$ cat config.mk
export PLATFORM = sky130hd
export DESIGN_NAME = value_table_edit_search_core
export DESIGN_NICKNAME = d
export VERILOG_FILES = /design/src/vtes_pkg.sv /design/src/value_table_edit_search_core.sv
export SDC_FILE = /design/constraint.sdc
export NUM_CORES = 1
export LEC_CHECK = 0
export ABC_AREA = 1
export ABC_CLOCK_PERIOD_IN_PS = 5650
export BUFFER_PORTS_ARGS = -buffer_cell sky130_fd_sc_hd__clkbuf_2
export CAP_MARGIN = 10
export CORE_UTILIZATION = 61
export CTS_CLUSTER_SIZE = 40
export DETAILED_ROUTE_END_ITERATION = 7
export HOLD_SLACK_MARGIN = 0.1
export PLACE_DENSITY = 0.82
export SETUP_SLACK_MARGIN = 0.05
export SYNTH_ARGS = -nofsm -noshare
export SYNTH_HDL_FRONTEND = slang
export SYNTH_SLANG_ARGS = --single-unit
$ cat constraint.sdc
create_clock -name clk_i -period 5.65 [get_ports clk_i]
set_clock_uncertainty 0.1 [all_clocks]
set_input_delay 1.13 -clock clk_i [delete_from_list [all_inputs] [get_ports clk_i]]
set_output_delay 1.13 -clock clk_i [all_outputs]
set_load 0.03 [all_outputs]
$ cat src/vtes_pkg.sv
`timescale 1ns / 1ps

package vtes_pkg;

  // Command codes carried on kind_i
  typedef enum logic [2:0] {
    KIND_CLEAR   = 3'd0,
    KIND_APPEND  = 3'd1,
    KIND_REPLACE = 3'd2,
    KIND_DELETE  = 3'd3,
    KIND_SEARCH  = 3'd4
  } kind_e;

  // Sequencer states
  typedef enum logic [1:0] {
    S_IDLE,
    S_SCAN,
    S_DONE
  } state_e;

  localparam int unsigned ValueW      = 32;
  localparam int unsigned OutIndexW   = 4;
  localparam int unsigned OutCountW   = 5;

endpackage

$ cat src/value_table_edit_search_core.sv
`timescale 1ns / 1ps

// Table of up to CAPACITY signed 32-bit values with an entry count, driven by
// one command per input beat: clear, append, replace all matches, delete the
// first match (later entries shift down), or search for the first match. Each
// command returns one result beat with found, match index, entry count after
// the command, and a full flag for a refused append. The values sit in a
// single-port-read, single-port-write memory with registered read data, and
// one sequencer walks it one entry per cycle through a single 32-bit
// comparator. Clear, append and unused codes go from the accept straight to
// the done state, which loads their result into the output register;
// replace, delete and search first walk the table in the scan state (search
// stops early at its first hit), then load their result in the done state.
// The next command is accepted in the cycle after the result is loaded. The
// block takes one command at a time; a finished result waits in the output
// register until taken, and the sequencer holds its next result until that
// register frees. The memory needs no clearing: only entries below the count
// are ever read.
module value_table_edit_search_core
  import vtes_pkg::*;
#(
  parameter int unsigned CAPACITY = 16
) (
  input  logic                        clk_i,
  input  logic                        rst_ni,
  input  logic                        in_valid_i,
  output logic                        in_ready_o,
  input  logic [2:0]                  kind_i,
  input  logic signed [ValueW-1:0]    match_value_i,
  input  logic signed [ValueW-1:0]    new_value_i,
  output logic                        out_valid_o,
  input  logic                        out_ready_i,
  output logic                        found_o,
  output logic [OutIndexW-1:0]        match_index_o,
  output logic [OutCountW-1:0]        entry_count_o,
  output logic                        full_error_o
);

  localparam int unsigned IdxW = (CAPACITY > 1) ? $clog2(CAPACITY) : 1;
  localparam int unsigned CntW = $clog2(CAPACITY + 1);
  localparam logic [CntW-1:0] CapCnt = CntW'(CAPACITY);

  // Control state
  state_e              state_q, state_d;
  logic [CntW-1:0]     cnt_q, cnt_d;
  logic [CntW-1:0]     rd_idx_q, rd_idx_d;
  logic                cmp_vld_q, cmp_vld_d;
  logic                found_q, found_d;
  logic                full_q, full_d;
  logic                out_valid_q, out_valid_d;

  // Payload state
  logic [IdxW-1:0]     cmp_idx_q, cmp_idx_d;
  logic [IdxW-1:0]     fidx_q, fidx_d;
  logic [2:0]          kind_q;
  logic signed [ValueW-1:0] mv_q, nv_q;
  logic                out_found_q;
  logic [OutIndexW-1:0] out_index_q;
  logic [OutCountW-1:0] out_count_q;
  logic                out_full_q;

  // Memory
  logic signed [ValueW-1:0] mem_q [CAPACITY];
  logic signed [ValueW-1:0] rdata_q;
  logic                mem_we, mem_re;
  logic [IdxW-1:0]     mem_waddr, mem_raddr;
  logic signed [ValueW-1:0] mem_wdata;

  logic                in_fire, out_load, issue, hit;
  logic [IdxW+OutIndexW-1:0] idx_ext;
  logic [CntW+OutCountW-1:0] cnt_ext;

  assign in_fire = in_valid_i && in_ready_o;
  assign issue   = rd_idx_q < cnt_q;
  assign hit     = cmp_vld_q && (rdata_q == mv_q);
  assign idx_ext = (IdxW + OutIndexW)'(fidx_q);
  assign cnt_ext = (CntW + OutCountW)'(cnt_q);

  // Sequencer: next state, memory strobes, result capture
  always_comb begin
    state_d     = state_q;
    cnt_d       = cnt_q;
    rd_idx_d    = rd_idx_q;
    cmp_vld_d   = 1'b0;
    cmp_idx_d   = cmp_idx_q;
    found_d     = found_q;
    fidx_d      = fidx_q;
    full_d      = full_q;
    out_valid_d = out_valid_q && !out_ready_i;
    out_load    = 1'b0;
    in_ready_o  = 1'b0;
    mem_we      = 1'b0;
    mem_waddr   = '0;
    mem_wdata   = '0;
    mem_re      = 1'b0;
    mem_raddr   = rd_idx_q[IdxW-1:0];

    unique case (state_q)
      S_IDLE: begin
        in_ready_o = 1'b1;
        if (in_valid_i) begin
          found_d  = 1'b0;
          fidx_d   = '0;
          full_d   = 1'b0;
          rd_idx_d = '0;
          state_d  = S_DONE;
          unique case (kind_e'(kind_i))
            KIND_CLEAR: cnt_d = '0;
            KIND_APPEND: begin
              if (cnt_q < CapCnt) begin
                mem_we    = 1'b1;
                mem_waddr = cnt_q[IdxW-1:0];
                mem_wdata = match_value_i;
                cnt_d     = cnt_q + CntW'(1);
              end else begin
                full_d = 1'b1;
              end
            end
            KIND_REPLACE, KIND_DELETE, KIND_SEARCH: state_d = S_SCAN;
            default: ;
          endcase
        end
      end

      S_SCAN: begin
        // Issue the next read
        if (issue) begin
          mem_re    = 1'b1;
          cmp_vld_d = 1'b1;
          cmp_idx_d = rd_idx_q[IdxW-1:0];
          rd_idx_d  = rd_idx_q + CntW'(1);
        end
        // Compare the entry read last cycle
        if (cmp_vld_q) begin
          unique case (kind_e'(kind_q))
            KIND_REPLACE: begin
              if (hit) begin
                mem_we    = 1'b1;
                mem_waddr = cmp_idx_q;
                mem_wdata = nv_q;
                if (!found_q) begin
                  found_d = 1'b1;
                  fidx_d  = cmp_idx_q;
                end
              end
            end
            KIND_DELETE: begin
              if (found_q) begin
                // shift this entry down by one slot
                mem_we    = 1'b1;
                mem_waddr = cmp_idx_q - IdxW'(1);
                mem_wdata = rdata_q;
              end else if (hit) begin
                found_d = 1'b1;
                fidx_d  = cmp_idx_q;
              end
            end
            KIND_SEARCH: begin
              if (hit) begin
                found_d = 1'b1;
                fidx_d  = cmp_idx_q;
                state_d = S_DONE;
              end
            end
            default: ;
          endcase
        end
        // Walk finished: nothing issued, nothing left to compare
        if (!cmp_vld_q && !issue) begin
          state_d = S_DONE;
          if ((kind_e'(kind_q) == KIND_DELETE) && found_q) begin
            cnt_d = cnt_q - CntW'(1);
          end
        end
      end

      S_DONE: begin
        if (!out_valid_q || out_ready_i) begin
          out_load    = 1'b1;
          out_valid_d = 1'b1;
          state_d     = S_IDLE;
        end
      end

      default: state_d = S_IDLE;
    endcase
  end

  // Control registers
  always_ff @(posedge clk_i or negedge rst_ni) begin
    if (!rst_ni) begin
      state_q     <= S_IDLE;
      cnt_q       <= '0;
      rd_idx_q    <= '0;
      cmp_vld_q   <= 1'b0;
      found_q     <= 1'b0;
      full_q      <= 1'b0;
      out_valid_q <= 1'b0;
    end else begin
      state_q     <= state_d;
      cnt_q       <= cnt_d;
      rd_idx_q    <= rd_idx_d;
      cmp_vld_q   <= cmp_vld_d;
      found_q     <= found_d;
      full_q      <= full_d;
      out_valid_q <= out_valid_d;
    end
  end

  // Payload registers: hold command operands and the result beat
  always_ff @(posedge clk_i) begin
    cmp_idx_q <= cmp_idx_d;
    fidx_q    <= fidx_d;
    if (in_fire) begin
      kind_q <= kind_i;
      mv_q   <= match_value_i;
      nv_q   <= new_value_i;
    end
    if (out_load) begin
      out_found_q <= found_q;
      out_index_q <= idx_ext[OutIndexW-1:0];
      out_count_q <= cnt_ext[OutCountW-1:0];
      out_full_q  <= full_q;
    end
  end

  // Table memory: one write and one registered read per cycle
  always_ff @(posedge clk_i) begin
    if (mem_we) begin
      mem_q[mem_waddr] <= mem_wdata;
    end
    if (mem_re) begin
      rdata_q <= mem_q[mem_raddr];
    end
  end

  assign out_valid_o   = out_valid_q;
  assign found_o       = out_found_q;
  assign match_index_o = out_index_q;
  assign entry_count_o = out_count_q;
  assign full_error_o  = out_full_q;

`ifndef SYNTHESIS
  a_cnt_bound: assert property (@(posedge clk_i) disable iff (!rst_ni)
    cnt_q <= CapCnt)
    else $error("entry count above capacity");

  a_full_excl: assert property (@(posedge clk_i) disable iff (!rst_ni)
    out_valid_o |-> !(full_error_o && found_o))
    else $error("full flag and found both set");

  a_miss_index: assert property (@(posedge clk_i) disable iff (!rst_ni)
    (out_valid_o && !found_o) |-> (match_index_o == '0))
    else $error("nonzero index without a match");

  a_busy: assert property (@(posedge clk_i) disable iff (!rst_ni)
    (state_q != S_IDLE) |-> !in_ready_o)
    else $error("input ready while sequencer busy");
`endif

endmodule
Yosys cells after proc, flatten, opt, wreduce, memory -nomap -nowiden
Memories as Yosys holds them, arrays and structs flattened. A register that Yosys moved wholly into a read port is not among the register bits.
Index checks and enable logic that the tools add are counted.
{ "op_classes": {"n_addsub": 4, "magnitude_cmp": 2, "eq_ne": 27, "mux": 66, "reduce_logical": 22} }
{ "op_table": {"columns": ["operator", "n"], "rows": [
  ["two-way mux 32 bit", 6],
  ["one-hot mux 32 bit (2 select lines)", 2],
  ["two-way mux 4 bit", 12],
  ["== test 32 bit", 1],
  ["two-way mux 5 bit", 6],
  ["one-hot mux 5 bit (2 select lines)", 3],
  ["!= test 3 bit, second input constant", 8],
  ["one-hot mux 4 bit (2 select lines)", 3],
  ["two-way mux 1 bit", 21],
  ["two-way mux 2 bit", 7],
  ["== test 3 x 2 -> 1 bit, second input constant", 4],
  ["!= test 2 bit, second input constant", 6],
  ["one-hot mux 4 bit (3 select lines)", 1],
  ["adder 5 x 1 -> 5 bit, second input constant", 2],
  ["AND reduction 5 bit", 2],
  ["one-hot mux 1 bit (2 select lines)", 4],
  ["AND reduction 7 bit", 1],
  ["== test 3 bit, second input constant", 2],
  ["one-hot mux 2 bit (3 select lines)", 1],
  ["AND reduction 6 bit", 1],
  ["logical AND 1 bit", 5],
  ["< comparator 5 bit", 1],
  ["< comparator 5 bit, second input constant", 1],
  ["subtractor 5 x 1 -> 5 bit, second input constant", 1],
  ["16 further kinds", 20]
]} }
{ "word_totals": {"regBits": 102, "ram_bits": 512, "input_bits": 71, "word_cells": 138, "memories": 1} }
{ "mem_list": {"columns": ["name", "depth", "width", "read_ports", "rd_clocked_by_memory_dff", "write_ports", "line", "rtl"], "rows": [
  ["mem_q", 16, 32, 1, 1, 1, "value_table_edit_search_core.sv:63", "logic signed [ValueW-1:0] mem_q [CAPACITY];"]
]} }

Logic depth before layout (Yosys ltp)
Gate-level depths: netlist of run 1.
{ "depth": {"depth_word": 8, "mapped_depth": 15, "ltp_nobuf": 14} }

Least setup slack after synthesis of run 1
OpenSTA, ideal clock, no wires.
{ "synth_timing": {"path_kind": "input -> register", "start": "input port in_valid_i", "end": "memory mem_q[8][0] (enable)", "setup_ns": 0.421, "arrival_ns": 4.516, "required_ns": 5.129, "setup_slack_ns": 0.613, "path_stages": 10, "path_buffers": 0, "cell_sequence": "inv_1 nor2_4 inv_2 nor3_4 inv_2 nor2_1 inv_2 nand2_2 nand2_2 nor2_1"} }
{ "synth_between": {"elab_chain_len": 4} }
{ "synth_lines": {"columns": ["element", "line", "rtl"], "rows": [
  ["from (decl)", "value_table_edit_search_core.sv:26", "input logic in_valid_i,"],
  ["two-way mux 1 bit", "value_table_edit_search_core.sv:101", "if (in_valid_i) begin"],
  ["one-hot mux 1 bit (2 select lines)", "value_table_edit_search_core.sv:98", "unique case (state_q)"],
  ["two-way mux 1 bit", "value_table_edit_search_core.sv:229", "if (mem_we) begin"],
  ["two-way mux 1 bit (implied by the code)", "value_table_edit_search_core.sv:230", "mem_q[mem_waddr] <= mem_wdata;"],
  ["to (decl)", "value_table_edit_search_core.sv:63", null]
]} }
Several ways; a longest one is shown, not always the timed one.

Worst setup path after layout of run 1
{ "layout_timing": {"start": "register kind_q[2]", "end": "memory mem_q[10][13] (enable)"} }
{ "layout_between": {"elab_chain_len": 6} }
{ "layout_lines": {"columns": ["element", "line", "rtl"], "rows": [
  ["from (decl)", "value_table_edit_search_core.sv:55", "logic [2:0] kind_q;"],
  ["from (signal assigned)", "value_table_edit_search_core.sv:215", "kind_q <= kind_i;"],
  ["== test 3 x 2 -> 1 bit", "value_table_edit_search_core.sv:135", "unique case (kind_e'(kind_q))"],
  ["one-hot mux 1 bit (2 select lines)", "value_table_edit_search_core.sv:135", null],
  ["two-way mux 1 bit", "value_table_edit_search_core.sv:134", "if (cmp_vld_q) begin"],
  ["one-hot mux 1 bit (2 select lines)", "value_table_edit_search_core.sv:98", null],
  ["two-way mux 1 bit", "value_table_edit_search_core.sv:229", null],
  ["two-way mux 1 bit (implied by the code)", "value_table_edit_search_core.sv:230", null]
]} }
Several ways; a longest one is shown, not always the timed one.

==> results.cfg, run 1 <==
[critical_path]
critPathKind = reg2reg
required_ps = 5750
startpoint_type = register
worst-r2r-setup-slack_ps = 1660
worst_path_largest_cell_delay_ps = 1060
reg2reg_depth = 12
end_kind = register
rr_endpoint = mem_q[10][13]
regToRegStartpoint = kind_q[2]
crit_path_cell_trace = nor2_2 -> inv_2 -> nor2_1 -> inv_2 -> nor2_4 -> inv_2 -> or2_0 -> nand2_1 -> nand2_1 -> o21ai_1 -> nand2_1 -> nor2_4
critPathSlowestCell = nor2_4
arrival_ps = 4090
cp_max_fo = 32

[sta]
layout_setup_ws_ps = 1660
setup_viol = 0
drv_slew = 0
whs_ps = 367
fin_crit_ps = 3990
fin_setup_tns_ps = 0
worstMarginPinSlew_ps = 1280
timing.fmax_mhz = 251
rsz0062_at_grt = false
slew_headroom_pct = 14.1
hold_viol = 0
fin_crit_sh_pct = 70.6

[global_route]
grt.overflow.total = 0
first_global_vias = 16700
grt_pass1_wl_um = 99000
grt_max_degree = 199
antenna_found_initial = 3
grt_usage_pct = 30.3

[cells_and_area]
layout.nets = 2134
finalInstanceArea_mm2 = 0.0289
nFillCells = 2638
post-route-util_pct = 68.6
diodes = 0
layout-drive-gt1-share_pct = 11.6
register_area_mm2 = 0.0193
multi_input_area_mm2 = 0.00616
syn_to_final_growth_pct = 10.3

[logic_synthesis]
yosysTopAreaCell = edfxtp_1
synth-seq-cells = 646
synth_nets = 2087
async_flop_share_pct = 2.48
netlist_instances = 2008
synth_cell_types = 43
synth_edf_count = 630
avgSynthCellArea_um2 = 13.1
synth_warnings = 0
synth_flop_cell = edfxtp_1
yosysSeqAreaShare_pct = 73.7
synth_area_leaders = edfxtp_1, nor2_1, nand2_1
synthesis.area_mm2 = 0.0262
synth_top_area_share_pct = 72.2

[floorplan]
num_io_pins = 84
chipHeight_um = 209
die-area_mm2 = 0.0438
die_w_um = 209
start_util_pct = 62.2
core_mm2 = 0.0421
placementRows = 75

[cts]
cts_buffer_depth = 3
hold_buffers = 0
post_cts_buffers = 0
clock_latency_ps = 610
cts-root-buf = clkbuf_16
postCtsResizedCells = 0
cts_tree = yes
clk_pin_slew_ps = 60
cts_made_buffers = 60
htreeDepth = 2
cts.sinks = 646

[outcome]
outcome = complete, no violations

[detailed_routing]
wl_um = 65800
drc_errors = 0
drt_iter0_markers = 2602
wl_per_cell_um = 24.9
viasPerCell = 6.54
vias = 17300
dr.pass1.iters = 6
antenna_left = 0

[pwr]
power.share.clock_pct = 30.4
combPwrFrac_pct = 23.1
p_per_area_mw_per_mm2 = 434
internal_power_w = 0.00854
p_seq_share_pct = 46.4
swShare_pct = 31.8
peakVddDrop_v = 0.000289
switchingPower_w = 0.00399
p_leak_nw = 9.87

[min_path]
holdCritPathClass = in2async

[placed_design]
post-place-ws_ps = 1630
place.gp.congestion = 0.928
post_dp_cell_area_mm2 = 0.0271
portBuffers = 83
hpwl_um = 38900

[run]
cap_violations = 0
==> cell type report <==
| cell class | count | share of cell area (%) |
|---|---|---|
| clock inverter | 29 | 0.719 |
| timing repair buffer | 98 | 1.87 |
| sequential | 646 | 66.9 |
| inverter | 99 | 1.30 |
| clock buffer | 80 | 5.60 |
| tap | 539 | 2.33 |
| multi-input combinational | 1150 | 21.3 |
==> synthesized netlist by cell type (2+ instances only) <==
cell      number
buf_1          7
dfrtp_1       16
clkbuf_1      72
buf_2         24
nor3_1         3
inv_1         80
nor2_1       342
nand3_1       88
o32ai_1       82
mux2i_1       46
ha_1           8
inv_2         18
xnor2_1        6
o21ai_2        2
nand4_1        4
a22o_1         8
o221ai_1      46
o211ai_1      18
nor2_2         5
xor2_1         5
buf_4          9
or2_0          2
nor2_4         6
nand2_1      255
o21ai_1       20
o21ai_0      164
edfxtp_1     630
nand3_2        3
o22ai_1        2
a32oi_1        2
nand2_2        7
a21oi_1       17
==> state kept, by name, summed over array words and instances, names as in the netlist <==
signal         count
cmp_idx_q          4
cmp_vld_q          1
cnt_q              5
entry_count_o      5
fidx_q             4
found_o            1
found_q            1
full_error_o       1
full_q             1
kind_q             3
match_index_o      4
mem_q            512
mv_q              32
nv_q              32
out_valid_o        1
rd_idx_q           5
rdata_q           32
state_q            2
==> cell usage in the layout, fill, tap and decap left out, types with 4 or more instances in the layout <==
| cell | instances |
|---|---|
| a22o_1 | 8 |
| o21ai_0 | 164 |
| nand2_2 | 7 |
| nand4_1 | 4 |
| dfrtp_1 | 13 |
| clkinv_2 | 13 |
| nor2_2 | 5 |
| inv_2 | 18 |
| clkbuf_16 | 61 |
| ha_1 | 8 |
| nor2_1 | 324 |
| edfxtp_1 | 630 |
| o211ai_1 | 18 |
| nand3_1 | 88 |
| xor2_1 | 5 |
| xnor2_1 | 6 |
| o32ai_1 | 82 |
| mux2i_1 | 46 |
| clkbuf_2 | 83 |
| nor2_4 | 24 |
| nand2_1 | 255 |
| inv_1 | 79 |
| o21ai_1 | 20 |
| o221ai_1 | 46 |
| clkinv_1 | 13 |
| clkbuf_1 | 17 |
| buf_4 | 14 |
| a21oi_1 | 17 |
==> worst max-delay path: cells and delay by family (launching register included) <==
family	cells	cell delay, ps
AND/OR/NAND/NOR	8	2400
buffers and inverters	3	490
flip-flops	1	410
AO/OA/AOI/OAI	1	160
==> power by group through the flow <==
| stage | clock network, W | registers, W | logic [W] |
|---|---|---|---|
| floorplan | 0 | 0.00582 | 0.00201 |
| global placement | 0 | 0.00589 | 0.00269 |
| detailed placement | 0 | 0.00590 | 0.00279 |
| CTS | 0.00381 | 0.00580 | 0.00283 |
| global route | 0.00399 | 0.00583 | 0.00311 |
| finish | 0.00382 | 0.00582 | 0.00290 |
==> routing by layer <==
metal	GRT usage [%]	vias up	share of wire, %
met1	40.9	8266	35
met3	7.57	197	14
met2	46.8	1339	46
met5	0	-	0.058
met4	14.1	6	4.6
li1	-	7455	-
==> through the flow <==
stage,total power (W),instances
after global placement,0.00858,2532
final,0.0125,2641
after floorplan,0.00782,2008
after global routing,0.0129,2641
after detailed placement,0.00869,2532
after CTS,0.0124,2641
==> logic make-up after synthesis <==
kind of cell	after synthesis	synth area share, %
DFF	646	73.7
xor gates and xnor gates	11	0.368
AOI/OAI and AO/OA	366	9.23
and+or+nand+nor	719	11.2
muxes	46	1.76
adders and majority gates	8	0.382
buffers and inverters	212	3.31
==> how the worst max path moves through the flow <==
stage | endpoint | cells after the start | slack, ps | startpoint
floorplan | mem_q[8][0] | 10 | 610 | in_valid_i
CTS | mem_q[10][29] | 12 | 1740 | kind_q[2]
global placement | mem_q[13][8] | 10 | 1750 | kind_i[1]
detailed placement | mem_q[9][28] | 10 | 1630 | kind_i[1]
global route | mem_q[10][29] | 12 | 1520 | kind_q[2]
finish | mem_q[10][13] | 12 | 1660 | kind_q[2]
Power figures use the tool's default switching activity.
==> inputs of run 2 (changes only) <==
- ABC_AREA: 1 -> 0
- ABC_CLOCK_PERIOD_IN_PS: 5650 -> 3820
- PLACE_DENSITY: 0.82 -> 0.83
- clock period: 5.65 -> 3.82 ns (I/O delays scaled with it)
==> results.cfg, run 2 <==
[global_route]
first_global_vias = 13500
grt-busiest-layer = met2
antenna_found_initial = 0
grt_pass1_wl_um = 89700
grt_max_degree = 133
grt.overflow.total = 0
grtUsageMet2_pct = 48.6
gr-usage-met1_pct = 40.1
gr-usage-met3_pct = 7.52
grt_usage_pct = 30.4

[critical_path]
critPathKind = reg2reg
startpoint_type = register
required_ps = 3990
arrival_ps = 3780
worst-r2r-setup-slack_ps = 210
critPathSlowestCell = buf_4
end_kind = register
cp_max_fo = 21
worst_path_largest_cell_delay_ps = 470
crit_path_cell_trace = xnor2_1 -> nand4_1 -> nor4_2 -> and4_2 -> a21oi_2 -> o21a_4 -> nor4_4 -> buf_4

[cells_and_area]
syn_to_final_growth_pct = 14.8
nFillCells = 2277
final_common_cell = edfxtp_1
diodes = 0
final_cell_mix = edfxtp_1, mux4_2, clkbuf_2, buf_4, clkbuf_16
layout.nets = 1439
finalInstanceArea_mm2 = 0.0291
largest_register = mem_q
layout-drive-gt1-share_pct = 31.8
largest_reg_flops = 512

[pwr]
p_per_area_mw_per_mm2 = 587
p_leak_nw = 9.08
peakVddDrop_v = 0.000482

[placed_design]
place.gp.congestion = 0.858
post_dp_cell_area_mm2 = 0.0271
post-place-ws_ps = 174
portBuffers = 83
hpwl_um = 34400

[cts]
cts_made_buffers = 60
htreeDepth = 2
post_cts_buffers = 0
cts-root-buf = clkbuf_16
clock_latency_ps = 650
cts_buffer_depth = 3
hold_buffers = 1
postCtsResizedCells = 0
cts.sinks = 646
cts_tree = yes
clk_pin_slew_ps = 60

[sta]
rsz0062_at_grt = false
hold_viol = 0
timing.fmax_mhz = 277
slew_headroom_pct = 24.7
layout_setup_ws_ps = 212
fin_crit_sh_pct = 94.4
worstMarginPinSlew_ps = 1120
setup_viol = 0
drv_slew = 0
fin_crit_ps = 3610

[detailed_routing]
drc_errors = 0
antenna_left = 0
vias = 13200
wl_per_cell_um = 31.7
dr.pass1.iters = 7
wl_um = 61400
drt_iter0_markers = 1640
viasPerCell = 6.83

[logic_synthesis]
avgSynthCellArea_um2 = 21.2
async_flop_share_pct = 2.48
synth_area_leaders = edfxtp_1, mux4_2, dfrtp_1
netlist_instances = 1195
yosysTopAreaCell = edfxtp_1
synth-seq-cells = 646
synthesis.area_mm2 = 0.0253
yosysSeqAreaShare_pct = 76.3
synth_top_area_share_pct = 74.7
ys_top_cells_by_count = edfxtp_1, mux4_2, nand2_1
synth_edf_count = 630
synth_cell_types = 61
synth_nets = 1274
synth_warnings = 0
synth_flop_cell = edfxtp_1
yosysMostFrequentCell = edfxtp_1

[min_path]
holdCritPathClass = in2reg

[floorplan]
placementRows = 74
chipHeight_um = 206
die-area_mm2 = 0.0423
core_mm2 = 0.0409
num_io_pins = 84
start_util_pct = 61.9
die_w_um = 206

[run]
cap_violations = 0

[outcome]
outcome = complete, no violations
-- run 2: changes by cell type after synthesis, sizes merged, moves of 24 or more --
| cell | before | now |
|---|---|---|
| inv | 98 | 16 |
| nand2 | 262 | 53 |
| o21ai | 186 | 46 |
| mux4 | 0 | 160 |
| nor2 | 353 | 23 |
| o221ai | 46 | 1 |
| xnor2 | 6 | 30 |
| nand3 | 91 | 9 |
| a22oi | 1 | 32 |
| mux2i | 46 | 6 |
| o32ai | 82 | 0 |
| clkbuf | 72 | 31 |
-- run 2: worst paths after layout --
path / start / end / cells past startpoint
setup / recovery: rdata_q[15] / mem_q[2][2] / 8
setup reg to reg: rdata_q[15] / mem_q[2][2] / 8
hold / removal: new_value_i[20] / nv_q[20] / 1
hold reg to reg: fidx_q[3] / match_index_o[3] / 0
min in group asynchronous: rst_ni / cnt_q[2] / 2
max in group asynchronous: rst_ni / rd_idx_q[1] / 2
-- run 2: cells by family after synthesis --
family	count (synthesis)	share of synthesized area, %
DFF	646	76.3
muxes	167	14.5
and+or+nand+nor	150	3.16
AOI/OAI and AO/OA	118	3.15
buffers and inverters	72	1.19
xor gates and xnor gates	34	1.27
adders and majority gates	8	0.395
-- run 2: metal layers --
| metal | part of all wire, % | wire length (um) |
|---|---|---|
| met5 | 0 | 0 |
| met4 | 3.9 | 2400 |
| met3 | 11 | 6890 |
| met2 | 50 | 30400 |
| met1 | 35 | 21600 |
-- run 2: per-stage QoR --
step	power (W)	setup TNS [ps]	cells	hold slack [ps]	util, %
finish	0.0170	0	1936	194	71.0
global route	0.0175	0	1936	182	71.0
CTS	0.0171	0	1936	172	71.0
detailed placement	0.0111	0	1829	344	66.2
global placement	0.0111	0	1829	339	66.2
floorplan	0.0103	-221660	1195	325	-
-- run 2: area by class of cell --
type	count	area [um^2]	area share, %
Clock buffer	71	1540	5.31
Clock inverter	35	405	1.39
Inverter	16	61.3	0.211
Multi-Input combinational cell	477	5950	20.5
Sequential cell	646	19300	66.5
Tap cell	532	666	2.29
Timing Repair Buffer	159	1110	3.83
-- run 2: worst max-delay path: cells and delay by family (launching register included) --
family	cells	cell delay [ps]
compound gates	2	420
xor+xnor	1	450
buf+inv	1	470
flops	1	430
simple gates	4	1360
-- run 2: where the power goes --
group / internal (W) / total, W / switching (W)
clock: 0.00336 / 0.00599 / 0.00263
combinational: 0.00107 / 0.00254 / 0.00147
sequential: 0.00824 / 0.00852 / 0.000282
total: 0.0127 / 0.0170 / 0.00438
